[src/design/assert_macros.svh]
// ----------------------------------------------------------------------------
// Assertion macros
// Shared clocked assertion forms, sampled on clk_i, off during reset.
// ----------------------------------------------------------------------------
`ifndef ASSERT_MACROS_SVH
`define ASSERT_MACROS_SVH

// Plain property check
`define BSPR_ASSERT(lbl, prop, msg) \
  lbl: assert property (@(posedge clk_i) disable iff (!rst_ni) (prop)) else $error(msg);

// Same-cycle implication
`define BSPR_ASSERT_IMP(lbl, ante, cons, msg) \
  lbl: assert property (@(posedge clk_i) disable iff (!rst_ni) (ante) |-> (cons)) \
    else $error(msg);

`endif

[src/design/bspr_pkg.sv]
// ----------------------------------------------------------------------------
// bspr_pkg
// Types, sizes and codes shared by the pattern remover core and its
// register block.
// ----------------------------------------------------------------------------
package bspr_pkg;

  // Window depth and derived widths
  localparam int unsigned PATTERN_MAX = 16;
  localparam int unsigned FILL_W      = $clog2(PATTERN_MAX + 1);
  localparam int unsigned IDX_W       = (PATTERN_MAX > 1) ? $clog2(PATTERN_MAX) : 1;

  // Fixed field widths
  localparam int unsigned PAT_BYTES = 16;
  localparam int unsigned PAT_W     = 8 * PAT_BYTES;
  localparam int unsigned LEN_W     = 5;
  localparam int unsigned CNT_W     = 16;
  localparam int unsigned APB_AW    = 5;
  localparam int unsigned APB_DW    = 64;

  // Register map, 8-byte stride
  typedef enum logic [1:0] {
    REG_MODE   = 2'd0,
    REG_LEN    = 2'd1,
    REG_PAT_LO = 2'd2,
    REG_PAT_HI = 2'd3
  } reg_idx_e;

  // Removal modes; the unused code passes data through
  typedef enum logic [1:0] {
    MODE_PREFIX = 2'd0,
    MODE_SUFFIX = 2'd1,
    MODE_ALL    = 2'd2,
    MODE_PASS   = 2'd3
  } mode_e;

  // Sequencer states
  typedef enum logic [2:0] {
    S_IDLE,
    S_HEAD,
    S_SCAN,
    S_DROP,
    S_POP1,
    S_EMIT,
    S_SUFFIX
  } state_e;

  // What the current scan is for
  typedef enum logic [1:0] {
    CTX_ALL,
    CTX_PRE,
    CTX_END
  } ctx_e;

  // Configuration as seen by the core
  typedef struct packed {
    mode_e             mode;
    logic [FILL_W-1:0] eff_len;
    logic              pass;
    logic [PAT_W-1:0]  pattern;
    logic              clear;
  } cfg_t;

endpackage

[src/design/byte_stream_pattern_remover_core.sv]
// ----------------------------------------------------------------------------
// byte_stream_pattern_remover_core
// Removes a configured byte pattern (prefix, suffix or every occurrence)
// from a byte stream closed by an end-of-text item.
// ----------------------------------------------------------------------------
// A remove-all or open-prefix byte passes through accept, head check, compares of the window
// against the pattern, drops of a matched pattern and a head recheck. End of text emits each
// held byte, or one empty item if none is held; in suffix mode a compare and drop come first.
// Throughput: one item at a time, tready low until it is done; output stalls can hold it.
// Reset clears the window fill, prefix flag, removal count and output valid.
`include "assert_macros.svh"

module byte_stream_pattern_remover_core import bspr_pkg::*; (
  input  logic              clk_i,
  input  logic              rst_ni,
  // input stream
  input  logic              s_axis_tvalid_i,
  output logic              s_axis_tready_o,
  input  logic [7:0]        s_axis_tdata_i,   // [7:0] text_byte
  input  logic              s_axis_tuser_i,   // [0] opcode
  // output stream
  output logic              m_axis_tvalid_o,
  input  logic              m_axis_tready_i,
  output logic [23:0]       m_axis_tdata_o,   // [7:0] out_byte, [23:8] removed_count
  output logic              m_axis_tuser_o,   // [0] has_byte
  output logic              m_axis_tlast_o,
  // configuration
  input  logic              psel,
  input  logic              penable,
  input  logic              pwrite,
  input  logic [APB_AW-1:0] paddr,
  input  logic [APB_DW-1:0] pwdata,
  output logic [APB_DW-1:0] prdata,
  output logic              pready
);

  cfg_t cfg;

  bspr_cfg u_cfg (
    .clk_i   (clk_i),
    .rst_ni  (rst_ni),
    .psel    (psel),
    .penable (penable),
    .pwrite  (pwrite),
    .paddr   (paddr),
    .pwdata  (pwdata),
    .prdata  (prdata),
    .pready  (pready),
    .cfg_o   (cfg)
  );

  // Sequencer and window state
  state_e            state_q, state_d;
  ctx_e              ctx_q, ctx_d;
  logic              end_q, end_d;
  logic [7:0]        byte_q;
  logic [7:0]        win_q [PATTERN_MAX];
  logic [FILL_W-1:0] fill_q;
  logic              decided_q;
  logic [CNT_W-1:0]  removed_q;
  logic [IDX_W-1:0]  cmp_idx_q;
  logic [FILL_W-1:0] drop_cnt_q;

  // Output register
  logic              out_valid_q;
  logic [7:0]        out_byte_q;
  logic              out_has_q;
  logic              out_last_q;
  logic [CNT_W-1:0]  out_cnt_q;

  // Control
  logic              s_fire;
  logic              out_free;
  logic              fill_ge_len;
  logic              cmp_eq;
  logic              cmp_last;
  logic              append;
  logic [7:0]        append_byte;
  logic              pop;
  logic              push;
  logic              push_has;
  logic              push_last;
  logic              count_inc;
  logic              set_decided;
  logic              clr_decided;
  logic              cmp_clr;
  logic              cmp_inc;
  logic              drop_load;
  logic              drop_dec;

  assign s_axis_tready_o = (state_q == S_IDLE);
  assign s_fire          = s_axis_tvalid_i && s_axis_tready_o;
  assign out_free        = !out_valid_q || m_axis_tready_i;
  assign fill_ge_len     = (fill_q >= cfg.eff_len);

  // Shared byte comparator
  assign cmp_eq   = (win_q[cmp_idx_q] ==
                     cfg.pattern[{cmp_idx_q, 3'b000} +: 8]);
  assign cmp_last = (FILL_W'(cmp_idx_q) == cfg.eff_len - FILL_W'(1));

  // Next state
  always_comb begin
    state_d = state_q;
    ctx_d   = ctx_q;
    end_d   = end_q;
    unique case (state_q)
      S_IDLE: begin
        if (s_fire) begin
          end_d = s_axis_tuser_i;
          if (!s_axis_tuser_i) begin
            if (cfg.pass || (cfg.mode == MODE_PREFIX && decided_q)) begin
              state_d = S_EMIT;
            end else if (cfg.mode == MODE_ALL) begin
              state_d = S_HEAD;
              ctx_d   = CTX_ALL;
            end else if (cfg.mode == MODE_PREFIX) begin
              state_d = S_HEAD;
              ctx_d   = CTX_PRE;
            end else begin
              state_d = S_SUFFIX;
            end
          end else if (cfg.mode == MODE_SUFFIX && !cfg.pass && fill_q == cfg.eff_len) begin
            state_d = S_SCAN;
            ctx_d   = CTX_END;
          end else begin
            state_d = S_EMIT;
          end
        end
      end
      S_HEAD: begin
        state_d = fill_ge_len ? S_SCAN : S_IDLE;
      end
      S_SCAN: begin
        if (!cmp_eq) begin
          state_d = (ctx_q == CTX_ALL) ? S_POP1 : S_EMIT;
        end else if (cmp_last) begin
          state_d = S_DROP;
        end
      end
      S_DROP: begin
        if (drop_cnt_q == FILL_W'(1)) begin
          state_d = (ctx_q == CTX_ALL) ? S_HEAD : S_EMIT;
        end
      end
      S_POP1: begin
        if (out_free) state_d = S_HEAD;
      end
      S_EMIT: begin
        if (fill_q == '0 && !end_q) begin
          state_d = S_IDLE;
        end else if (out_free && fill_q <= FILL_W'(1)) begin
          state_d = S_IDLE;
        end
      end
      S_SUFFIX: begin
        if (!fill_ge_len) state_d = S_IDLE;
      end
      default: state_d = S_IDLE;
    endcase
  end

  // Sequencer outputs
  always_comb begin
    append      = 1'b0;
    append_byte = byte_q;
    pop         = 1'b0;
    push        = 1'b0;
    push_has    = 1'b1;
    push_last   = 1'b0;
    count_inc   = 1'b0;
    set_decided = 1'b0;
    clr_decided = 1'b0;
    cmp_clr     = 1'b0;
    cmp_inc     = 1'b0;
    drop_load   = 1'b0;
    drop_dec    = 1'b0;
    unique case (state_q)
      S_IDLE: begin
        append_byte = s_axis_tdata_i;
        if (s_fire) begin
          cmp_clr = 1'b1;
          if (!s_axis_tuser_i && (cfg.pass || cfg.mode != MODE_SUFFIX)) append = 1'b1;
        end
      end
      S_HEAD: begin
        cmp_clr = 1'b1;
      end
      S_SCAN: begin
        if (!cmp_eq) begin
          if (ctx_q == CTX_PRE) set_decided = 1'b1;
        end else if (cmp_last) begin
          count_inc = 1'b1;
          drop_load = 1'b1;
          if (ctx_q == CTX_PRE) set_decided = 1'b1;
        end else begin
          cmp_inc = 1'b1;
        end
      end
      S_DROP: begin
        pop      = 1'b1;
        drop_dec = 1'b1;
      end
      S_POP1: begin
        if (out_free) begin
          push = 1'b1;
          pop  = 1'b1;
        end
      end
      S_EMIT: begin
        if (out_free && (fill_q != '0 || end_q)) begin
          push      = 1'b1;
          push_has  = (fill_q != '0);
          push_last = end_q && (fill_q <= FILL_W'(1));
          pop       = (fill_q != '0);
          if (end_q && fill_q <= FILL_W'(1)) clr_decided = 1'b1;
        end
      end
      S_SUFFIX: begin
        if (fill_ge_len) begin
          if (out_free) begin
            push = 1'b1;
            pop  = 1'b1;
          end
        end else begin
          append = 1'b1;
        end
      end
      default: ;
    endcase
  end

  // Control registers
  always_ff @(posedge clk_i or negedge rst_ni) begin
    if (!rst_ni) begin
      state_q    <= S_IDLE;
      ctx_q      <= CTX_ALL;
      end_q      <= 1'b0;
      fill_q     <= '0;
      decided_q  <= 1'b0;
      removed_q  <= '0;
      cmp_idx_q  <= '0;
      drop_cnt_q <= '0;
    end else begin
      state_q <= state_d;
      ctx_q   <= ctx_d;
      end_q   <= end_d;

      // window fill
      if (cfg.clear) begin
        fill_q <= '0;
      end else if (pop) begin
        fill_q <= fill_q - FILL_W'(1);
      end else if (append && 32'(fill_q) < PATTERN_MAX) begin
        fill_q <= fill_q + FILL_W'(1);
      end

      // prefix decision
      if (cfg.clear || clr_decided) begin
        decided_q <= 1'b0;
      end else if (set_decided) begin
        decided_q <= 1'b1;
      end

      // saturating removal count
      if (count_inc && removed_q != {CNT_W{1'b1}}) begin
        removed_q <= removed_q + CNT_W'(1);
      end

      // compare index
      if (cmp_clr) begin
        cmp_idx_q <= '0;
      end else if (cmp_inc) begin
        cmp_idx_q <= cmp_idx_q + IDX_W'(1);
      end

      // bytes left to drop
      if (drop_load) begin
        drop_cnt_q <= cfg.eff_len;
      end else if (drop_dec) begin
        drop_cnt_q <= drop_cnt_q - FILL_W'(1);
      end
    end
  end

  // Window bytes and latched input byte
  always_ff @(posedge clk_i) begin
    if (s_fire) byte_q <= s_axis_tdata_i;
    if (pop) begin
      for (int i = 0; i < PATTERN_MAX - 1; i++) begin
        win_q[i] <= win_q[i+1];
      end
    end else if (append && 32'(fill_q) < PATTERN_MAX) begin
      win_q[fill_q[IDX_W-1:0]] <= append_byte;
    end
  end

  // Output register
  always_ff @(posedge clk_i or negedge rst_ni) begin
    if (!rst_ni) begin
      out_valid_q <= 1'b0;
    end else if (push) begin
      out_valid_q <= 1'b1;
    end else if (m_axis_tready_i) begin
      out_valid_q <= 1'b0;
    end
  end

  always_ff @(posedge clk_i) begin
    if (push) begin
      out_byte_q <= push_has ? win_q[0] : 8'h00;
      out_has_q  <= push_has;
      out_last_q <= push_last;
      out_cnt_q  <= removed_q;
    end
  end

  assign m_axis_tvalid_o = out_valid_q;
  assign m_axis_tdata_o  = {out_cnt_q, out_byte_q};
  assign m_axis_tuser_o  = out_has_q;
  assign m_axis_tlast_o  = out_last_q;

  // Checks
  `BSPR_ASSERT_IMP(a_push_room, push, out_free, "push into a full output register")
  `BSPR_ASSERT_IMP(a_all_idle_fill,
                   state_q == S_IDLE && cfg.mode == MODE_ALL && !cfg.pass,
                   fill_q < cfg.eff_len, "all mode left a full window at idle")
  `BSPR_ASSERT_IMP(a_drop_cnt, state_q == S_DROP, drop_cnt_q != '0,
                   "drop state with no bytes to drop")
  `BSPR_ASSERT(a_count_mono, 1'b1 |=> removed_q >= $past(removed_q),
               "removal count went backwards")

endmodule

[src/design/bspr_cfg.sv]
// ----------------------------------------------------------------------------
// bspr_cfg
// APB register block: mode, pattern length and pattern bytes. Any write
// raises a clear pulse that abandons the text in progress.
// ----------------------------------------------------------------------------
module bspr_cfg import bspr_pkg::*; (
  input  logic              clk_i,
  input  logic              rst_ni,
  input  logic              psel,
  input  logic              penable,
  input  logic              pwrite,
  input  logic [APB_AW-1:0] paddr,
  input  logic [APB_DW-1:0] pwdata,
  output logic [APB_DW-1:0] prdata,
  output logic              pready,
  output cfg_t              cfg_o
);

  mode_e             mode_q;
  logic [LEN_W-1:0]  len_q;
  logic [63:0]       pat_lo_q;
  logic [63:0]       pat_hi_q;
  logic              wr_en;
  reg_idx_e          idx;

  assign pready = 1'b1;
  assign idx    = reg_idx_e'(paddr[4:3]);
  assign wr_en  = psel && penable && pwrite;

  // Register writes
  always_ff @(posedge clk_i or negedge rst_ni) begin
    if (!rst_ni) begin
      mode_q   <= MODE_ALL;
      len_q    <= '0;
      pat_lo_q <= '0;
      pat_hi_q <= '0;
    end else if (wr_en) begin
      unique case (idx)
        REG_MODE:   mode_q   <= mode_e'(pwdata[1:0]);
        REG_LEN:    len_q    <= pwdata[LEN_W-1:0];
        REG_PAT_LO: pat_lo_q <= pwdata[63:0];
        REG_PAT_HI: pat_hi_q <= pwdata[63:0];
        default:    mode_q   <= mode_q;
      endcase
    end
  end

  // Read-back mux
  always_comb begin
    unique case (idx)
      REG_MODE:   prdata = APB_DW'(mode_q);
      REG_LEN:    prdata = APB_DW'(len_q);
      REG_PAT_LO: prdata = APB_DW'(pat_lo_q);
      REG_PAT_HI: prdata = APB_DW'(pat_hi_q);
      default:    prdata = '0;
    endcase
  end

  // Effective length clamps to the window depth
  always_comb begin
    cfg_o.mode    = mode_q;
    cfg_o.eff_len = (32'(len_q) > PATTERN_MAX) ? FILL_W'(PATTERN_MAX) : FILL_W'(len_q);
    cfg_o.pass    = (len_q == '0) || (mode_q == MODE_PASS);
    cfg_o.pattern = {pat_hi_q, pat_lo_q};
    cfg_o.clear   = wr_en;
  end

endmodule

[config.mk]
export PLATFORM = sky130hd
export DESIGN_NAME = byte_stream_pattern_remover_core
export DESIGN_NICKNAME = d
export VERILOG_FILES = /design/src/design/bspr_pkg.sv /design/src/design/byte_stream_pattern_remover_core.sv /design/src/design/bspr_cfg.sv
export VERILOG_INCLUDE_DIRS = /design/src /design/src/design
export SDC_FILE = /design/constraint.sdc
export NUM_CORES = 1
export LEC_CHECK = 0
export BUFFER_PORTS_ARGS = -buffer_cell sky130_fd_sc_hd__buf_2
export CORE_ASPECT_RATIO = 1.75
export CORE_UTILIZATION = 45
export CTS_CLUSTER_DIAMETER = 120
export CTS_CLUSTER_SIZE = 20
export DETAILED_ROUTE_END_ITERATION = 12
export GPL_ROUTABILITY_DRIVEN = 0
export PLACE_DENSITY_LB_ADDON = 0.05
export SYNTH_ARGS = -nofsm -noshare
export SYNTH_HDL_FRONTEND = slang
export SYNTH_SLANG_ARGS = --single-unit
[constraint.sdc]
create_clock -name clk_i -period 3.35 [get_ports clk_i]
set_clock_uncertainty 0.2 [all_clocks]
set_input_delay 0.335 -clock clk_i [delete_from_list [all_inputs] [get_ports clk_i]]
set_output_delay 0.335 -clock clk_i [all_outputs]
set_load 0.03 [all_outputs]
# --- Word level (Yosys, flattened, before mapping) ---
# Memory sizes are Yosys's and may differ from the RTL's. A register that Yosys moved wholly into a read port is not among the register bits.
# Index checks and enable logic that the tools add are counted.
classes:
  eq_ne: 27
  add_sub_neg: 6
  magnitude_cmp: 4
  multipliers: 0
  n_mux: 72
  bitwise: 0
  shift: 1
  reduce_logical: 46
  div: 0
ops:
  columns: ["cell", "count"]
  rows:
  - ["case mux 64 bit (4 select lines)", 1]
  - ["indexed part select 128 x 8 -> 8 bit", 1]
  - ["2-to-1 mux 3 bit", 14]
  - ["2-to-1 mux 1 bit", 35]
  - ["2-to-1 mux 5 bit", 6]
  - ["case mux 3 bit (7 select lines)", 1]
  - ["adder 16 x 1 -> 16 bit, second input constant", 1]
  - ["2-to-1 mux 8 bit", 2]
  - ["!= test 16 bit, second input constant", 1]
  - ["subtractor 5 x 1 -> 5 bit, second input constant", 3]
  - ["logical AND 1 bit", 13]
  - ["2-to-1 mux 2 bit", 6]
  - ["2-to-1 mux 4 bit", 3]
  - ["AND reduction 2 bit", 6]
  - ["logical NOT 5 bit", 2]
  - ["== test 3 bit, second input constant", 3]
  - ["== test 2 bit, second input constant", 4]
  - ["== test 8 bit", 1]
  - ["!= test 2 bit, second input constant", 4]
  - ["nonzero test 2 bit", 4]
  - ["OR reduction 8 bit", 1]
  - ["== test 2 x 1 -> 1 bit, second input constant", 3]
  - ["== test 3 x 2 -> 1 bit, second input constant", 2]
  - ["logical NOT 2 bit", 3]
  - ["other kinds (22)", 36]
word_totals:
  latchBits: 0
  out_inout_bits: 93
  wordCells: 174
  regBits: 199
  romBits: 0
  ramBits: 128
  mem_count: 1
memory_table:
  columns: ["memory", "depth", "width", "rd", "rd_clocked_by_memory_dff", "wr", "line", "source"]
  rows:
  - ["win_q", 16, 8, 17, 1, 15, "byte_stream_pattern_remover_core.sv:57", "logic [7:0] win_q [PATTERN_MAX];"]

# --- Longest topological paths before layout ---
logic_depth:
  ltp_word: 13
  ltp_mapped: 13

# --- Cells and area by module ---
# A second synthesis with hierarchy kept.
unflattened:
  cells_unflattened: 1365
  hier_area_um2: 17509.3
modules_own_cells:
  columns: ["mod", "n_inst", "seq_area_each_um2", "cells_each", "area_per_inst_um2"]
  rows:
  - ["byte_stream_pattern_remover_core", 1, 5815.6, 923, 10938.0]
  - ["bspr_cfg", 1, 3379.5, 442, 6571.3]

# --- Least setup slack after synthesis ---
# OpenSTA, ideal clock, no wires.
synth_path:
  kind: "register to register"
  start: "reg u_cfg.len_q[4]"
  end: "mem win_q[10][0], enable pin"
  n_path_buf: 0
  slack_ns: -0.080
  path_stages_with_launch: 9
  arrival_ns: 2.846
  synth_period_minus_slack_ns: 3.430
  setup_time_ns: 0.384
  cell_sequence: "dfrtp_1 nand2b_1 ha_1 and4_1 a21oi_1 o2111ai_1 a211oi_4 nand2_4 o21ai_0"
synth_lines:
  columns: ["item", "line", "source"]
  rows:
  - ["start, declared", "bspr_cfg.sv:20", "logic [LEN_W-1:0] len_q;"]
  - ["start signal, assigned", "bspr_cfg.sv:40", "REG_LEN: len_q <= pwdata[LEN_W-1:0];"]
  - ["end, declared", "byte_stream_pattern_remover_core.sv:57", null]

# --- Worst setup path after layout ---
layout_path:
  start: "reg cmp_idx_q[0]"
  end: "reg removed_q[1]"
layout_between:
  elab_chain_len: 5
  elab_cells_between_ends: 8
layout_lines:
  columns: ["item", "line", "source"]
  rows:
  - ["start, declared", "byte_stream_pattern_remover_core.sv:61", "logic [IDX_W-1:0] cmp_idx_q;"]
  - ["start signal, assigned", "byte_stream_pattern_remover_core.sv:273", "cmp_idx_q <= cmp_idx_q + IDX_W'(1);"]
  - ["indexed part select 128 x 8 -> 8 bit (tied with other cells)", "byte_stream_pattern_remover_core.sv:98", "cfg.pattern[{cmp_idx_q, 3'b000} +: 8]);"]
  - ["== test 8 bit or 2-to-1 mux 1 bit (tied branches)", "byte_stream_pattern_remover_core.sv:97, byte_stream_pattern_remover_core.sv:191", null]
  - ["2-to-1 mux 1 bit *", "byte_stream_pattern_remover_core.sv:189", "if (!cmp_eq) begin"]
  - ["2-to-1 mux 1 bit *", "byte_stream_pattern_remover_core.sv:177", "unique case (state_q)"]
  - ["logical AND 1 bit *", "byte_stream_pattern_remover_core.sv:265", "if (count_inc && removed_q != {CNT_W{1'b1}}) begin"]
  - ["end signal, assigned", "byte_stream_pattern_remover_core.sv:266", "removed_q <= removed_q + CNT_W'(1);"]
  - ["end, declared", "byte_stream_pattern_remover_core.sv:60", "logic [CNT_W-1:0] removed_q;"]
# Mark *: on every way between the ends. The rest lies on a longest branch, timed or not.
# A chain may end at the register's enable or synchronous reset.

==> metrics.yaml <==
num_vias: 12200
worstPathMaxFanout: 5
r2r-end: "removed_q[1]$_DFFE_PN0P_"
synthCells: 1372
ys_seq_elements: 335
cp_slowest_cell: "dfrtp_4"
avgSynthCellArea_um2: 12.6
end_kind: "register"
finalPower_mw: 14.8
ioPinCount: 178
setup_viol: 3
syn-cell-area_um2: 17300
synth_area_leaders: "edfxtp_1 28%, dfrtp_1 25%, mux2_2 9.0%, mux4_2 8.3%, mux2i_1 4.3%"
finalSetupTns_ps: -64.2
worst_ep_required_time_ps: 3590
drv_slew: 0
initial_core_util_pct: 45.8
synth_edf_count: 162
dieArea_um2: 39200
crit_chain: "buf_12 > buf_4 > mux4_2 > a22oi_1 > buf_4 > nand2_1 > and3_1 > nor4b_2 > and3_4 > and2_4 > mux2_4"
drtIter0Drc: 652
hold_path_end: "fill_q[3]$_DFFE_PN0P_"
grt_pass1_wl_mm: 74.7
crit_top_cell: "buf_4"
clk_pin_slew_ps: 100
wl_per_cell_um: 22.9
htree_levels: 1
violations: "negative setup slack"
cts_tree: "built"
cts_buffer_depth: 3
peakVddDrop_mv: 0.491
worst_ep_arrival_time_ps: 3640
critPathMaxStageDelay_ps: 530
core_region_area_um2: 37800
worstHoldPathCells: 4
die_height_um: 261
fin_crit_sh_pct: 101
p_leak_nw: 8.62
r2r_slack_ps: -50
hold_path_class: "in2reg"
synth_ff_type: "dfrtp_1"
track_usage_pct: 25.7
grt_max_degree: 71
synthTopCellsByCount: "172 x dfrtp_1, 162 x edfxtp_1, 146 x nor2_1"
io_buffers: 173
vias_per_cell: 5.64
overflow: 0
row_count: 94
drc: 0
synth_top_area_share_pct: 28.1
place_ws_ps: -537
max_slew_margin_pct: 49.9
grt_pass1_vias: 12600
drtAntennaViolNets: 0
clock_sinks: 335
post-dp-hpwl_mm: 36.0
cts_buffers: 20
start_kind: "register"
synth.distinct_cells: 61
min_from: "penable"
synth_most_common_cell: "dfrtp_1"
setup_ws_ps: -48.4
status: "finished, violations left"
yosys.area.top_type: "edfxtp_1"
clkLatencyLatePin_ps: 560
crit_family: "simple AND/OR/NAND/NOR gates"
die_w_um: 150
antenna_cells: 0
maxCapViolations: 0
clock-root-buffer: "clkbuf_16"
rsz0062_at_grt: "yes"
wl_mm: 49.8
tightestPinTransition_ps: 751
fin_crit_ps: 3400
cp_num_buf_inv: 3
synth.yosys.seq_area_share_pct: 53.2
worstRegToRegCells: 11
r2r_start: "cmp_idx_q[0]$_DFFE_PN0P_"
yosysWarnings: 0
p_per_area_nw_per_um2: 698
hold_violations: 0
syn_to_final_growth_pct: 22.4
async_reset_ff_share_pct: 51.6
syn-num-nets: 1472
fmax_ghz: 0.294
criticalPathCategory: "reg2reg"
postLayoutCoreUtil_pct: 56.1
nets: 1780
first_pass_iters: 7
antenna_found_initial: 1
drive_gt1_share_pct: 35.8
[worst min-delay path, cell delays in order]
cell	delay (ps)
buf_2	80
and3_1	130
buf_4	200
nor2_1	60
[metal layers]
layer,track usage (%),wire length (µm),vias up,share of wire (%)
met2,48.1,27200,309,55
met5,0,13,-,0.026
li1,-,-,5635,-
met4,13.0,2440,2,4.9
met3,2.67,1670,106,3.3
met1,28.4,18500,6194,37
[cells in the final DEF, fill, tap and decap left out, types with 26 or more instances in the layout]
| cell type | synthesis | routed |
|---|---|---|
| a21oi_1 | 133 | 128 |
| buf_2 | 18 | 171 |
| buf_4 | 10 | 97 |
| dfrtp_1 | 172 | 169 |
| dlygate4sd3_1 | 0 | 76 |
| edfxtp_1 | 162 | 162 |
| inv_1 | 26 | 26 |
| mux2_2 | 138 | 138 |
| mux2i_1 | 75 | 74 |
| mux4_2 | 64 | 64 |
| nand2_1 | 39 | 34 |
| nor2_1 | 146 | 146 |
| nor2b_1 | 65 | 65 |
[registers in the layout (all words and copies together) (netlist names), 2 cells and up]
name and count:
drop_cnt_q 5, state_q 3, u_cfg.pat_lo_q 64, out_cnt_q 16, ctx_q 2, u_cfg.mode_q 2, byte_q 8, out_byte_q 8
removed_q 16, cmp_idx_q 4, u_cfg.len_q 5, u_cfg.pat_hi_q 64, win_q 128, fill_q 5
[area by class of cell]
type / instances / area (µm²)
Fill cell: 3274 / 16600
Sequential cell: 335 / 9200
Timing Repair Buffer: 375 / 2910
Multi-Input combinational cell: 920 / 7770
Tap cell: 480 / 601
Clock inverter: 1 / 6.26
Clock buffer: 33 / 571
Inverter: 28 / 106
[cell families after synthesis]
logic type,synth area share (%)
AOI/OAI and AO/OA,7.92
and+or+nand+nor,11.0
xor gates and xnor gates,1.72
adders and majority gates,1.09
other,0.0217
muxes,21.8
buffers and inverters,3.23
DFF,53.2
[metrics by stage]
| stage | hold WS [ps] | cells | cell area (µm²) |
|---|---|---|---|
| final | 78.3 | 2172 | 21200 |
| after global placement | 212 | 2046 | 19400 |
| after detailed placement | 214 | 2046 | 19400 |
| after floorplan | -161 | 1372 | 17300 |
| after global routing | 103 | 2172 | 21200 |
| after CTS | 56.6 | 2164 | 20900 |
[worst max-delay path by stage]
stage | startpoint | end | cells after the start
final | cmp_idx_q[0]$_DFFE_PN0P_ | removed_q[1]$_DFFE_PN0P_ | 11
after global routing | cmp_idx_q[0]$_DFFE_PN0P_ | removed_q[1]$_DFFE_PN0P_ | 12
after CTS | cmp_idx_q[0]$_DFFE_PN0P_ | removed_q[1]$_DFFE_PN0P_ | 12
after detailed placement | cmp_idx_q[0]$_DFFE_PN0P_ | removed_q[10]$_DFFE_PN0P_ | 13
after global placement | cmp_idx_q[0]$_DFFE_PN0P_ | removed_q[1]$_DFFE_PN0P_ | 12
after floorplan | u_cfg.len_q[4]$_DFFE_PN0P_ | win_q[10][0]$_DFFE_PP_ | 8
[timing repair]
item,in CTS,in global routing
hold buffers,76,0
endpoints found under the hold margin,215,0
pin swaps,13,25
endpoints found under the setup margin,138,243
gates resized for setup,34,27
setup buffers,8,9
cloned,2,0
[power by group]
| group | switching [mW] | internal (mW) |
|---|---|---|
| Clock | 1.40 | 1.18 |
| Combinational | 3.14 | 2.19 |
| Sequential | 0.911 | 5.96 |
| Total | 5.45 | 9.32 |
No activity file was read; power rests on OpenSTA's default activity.
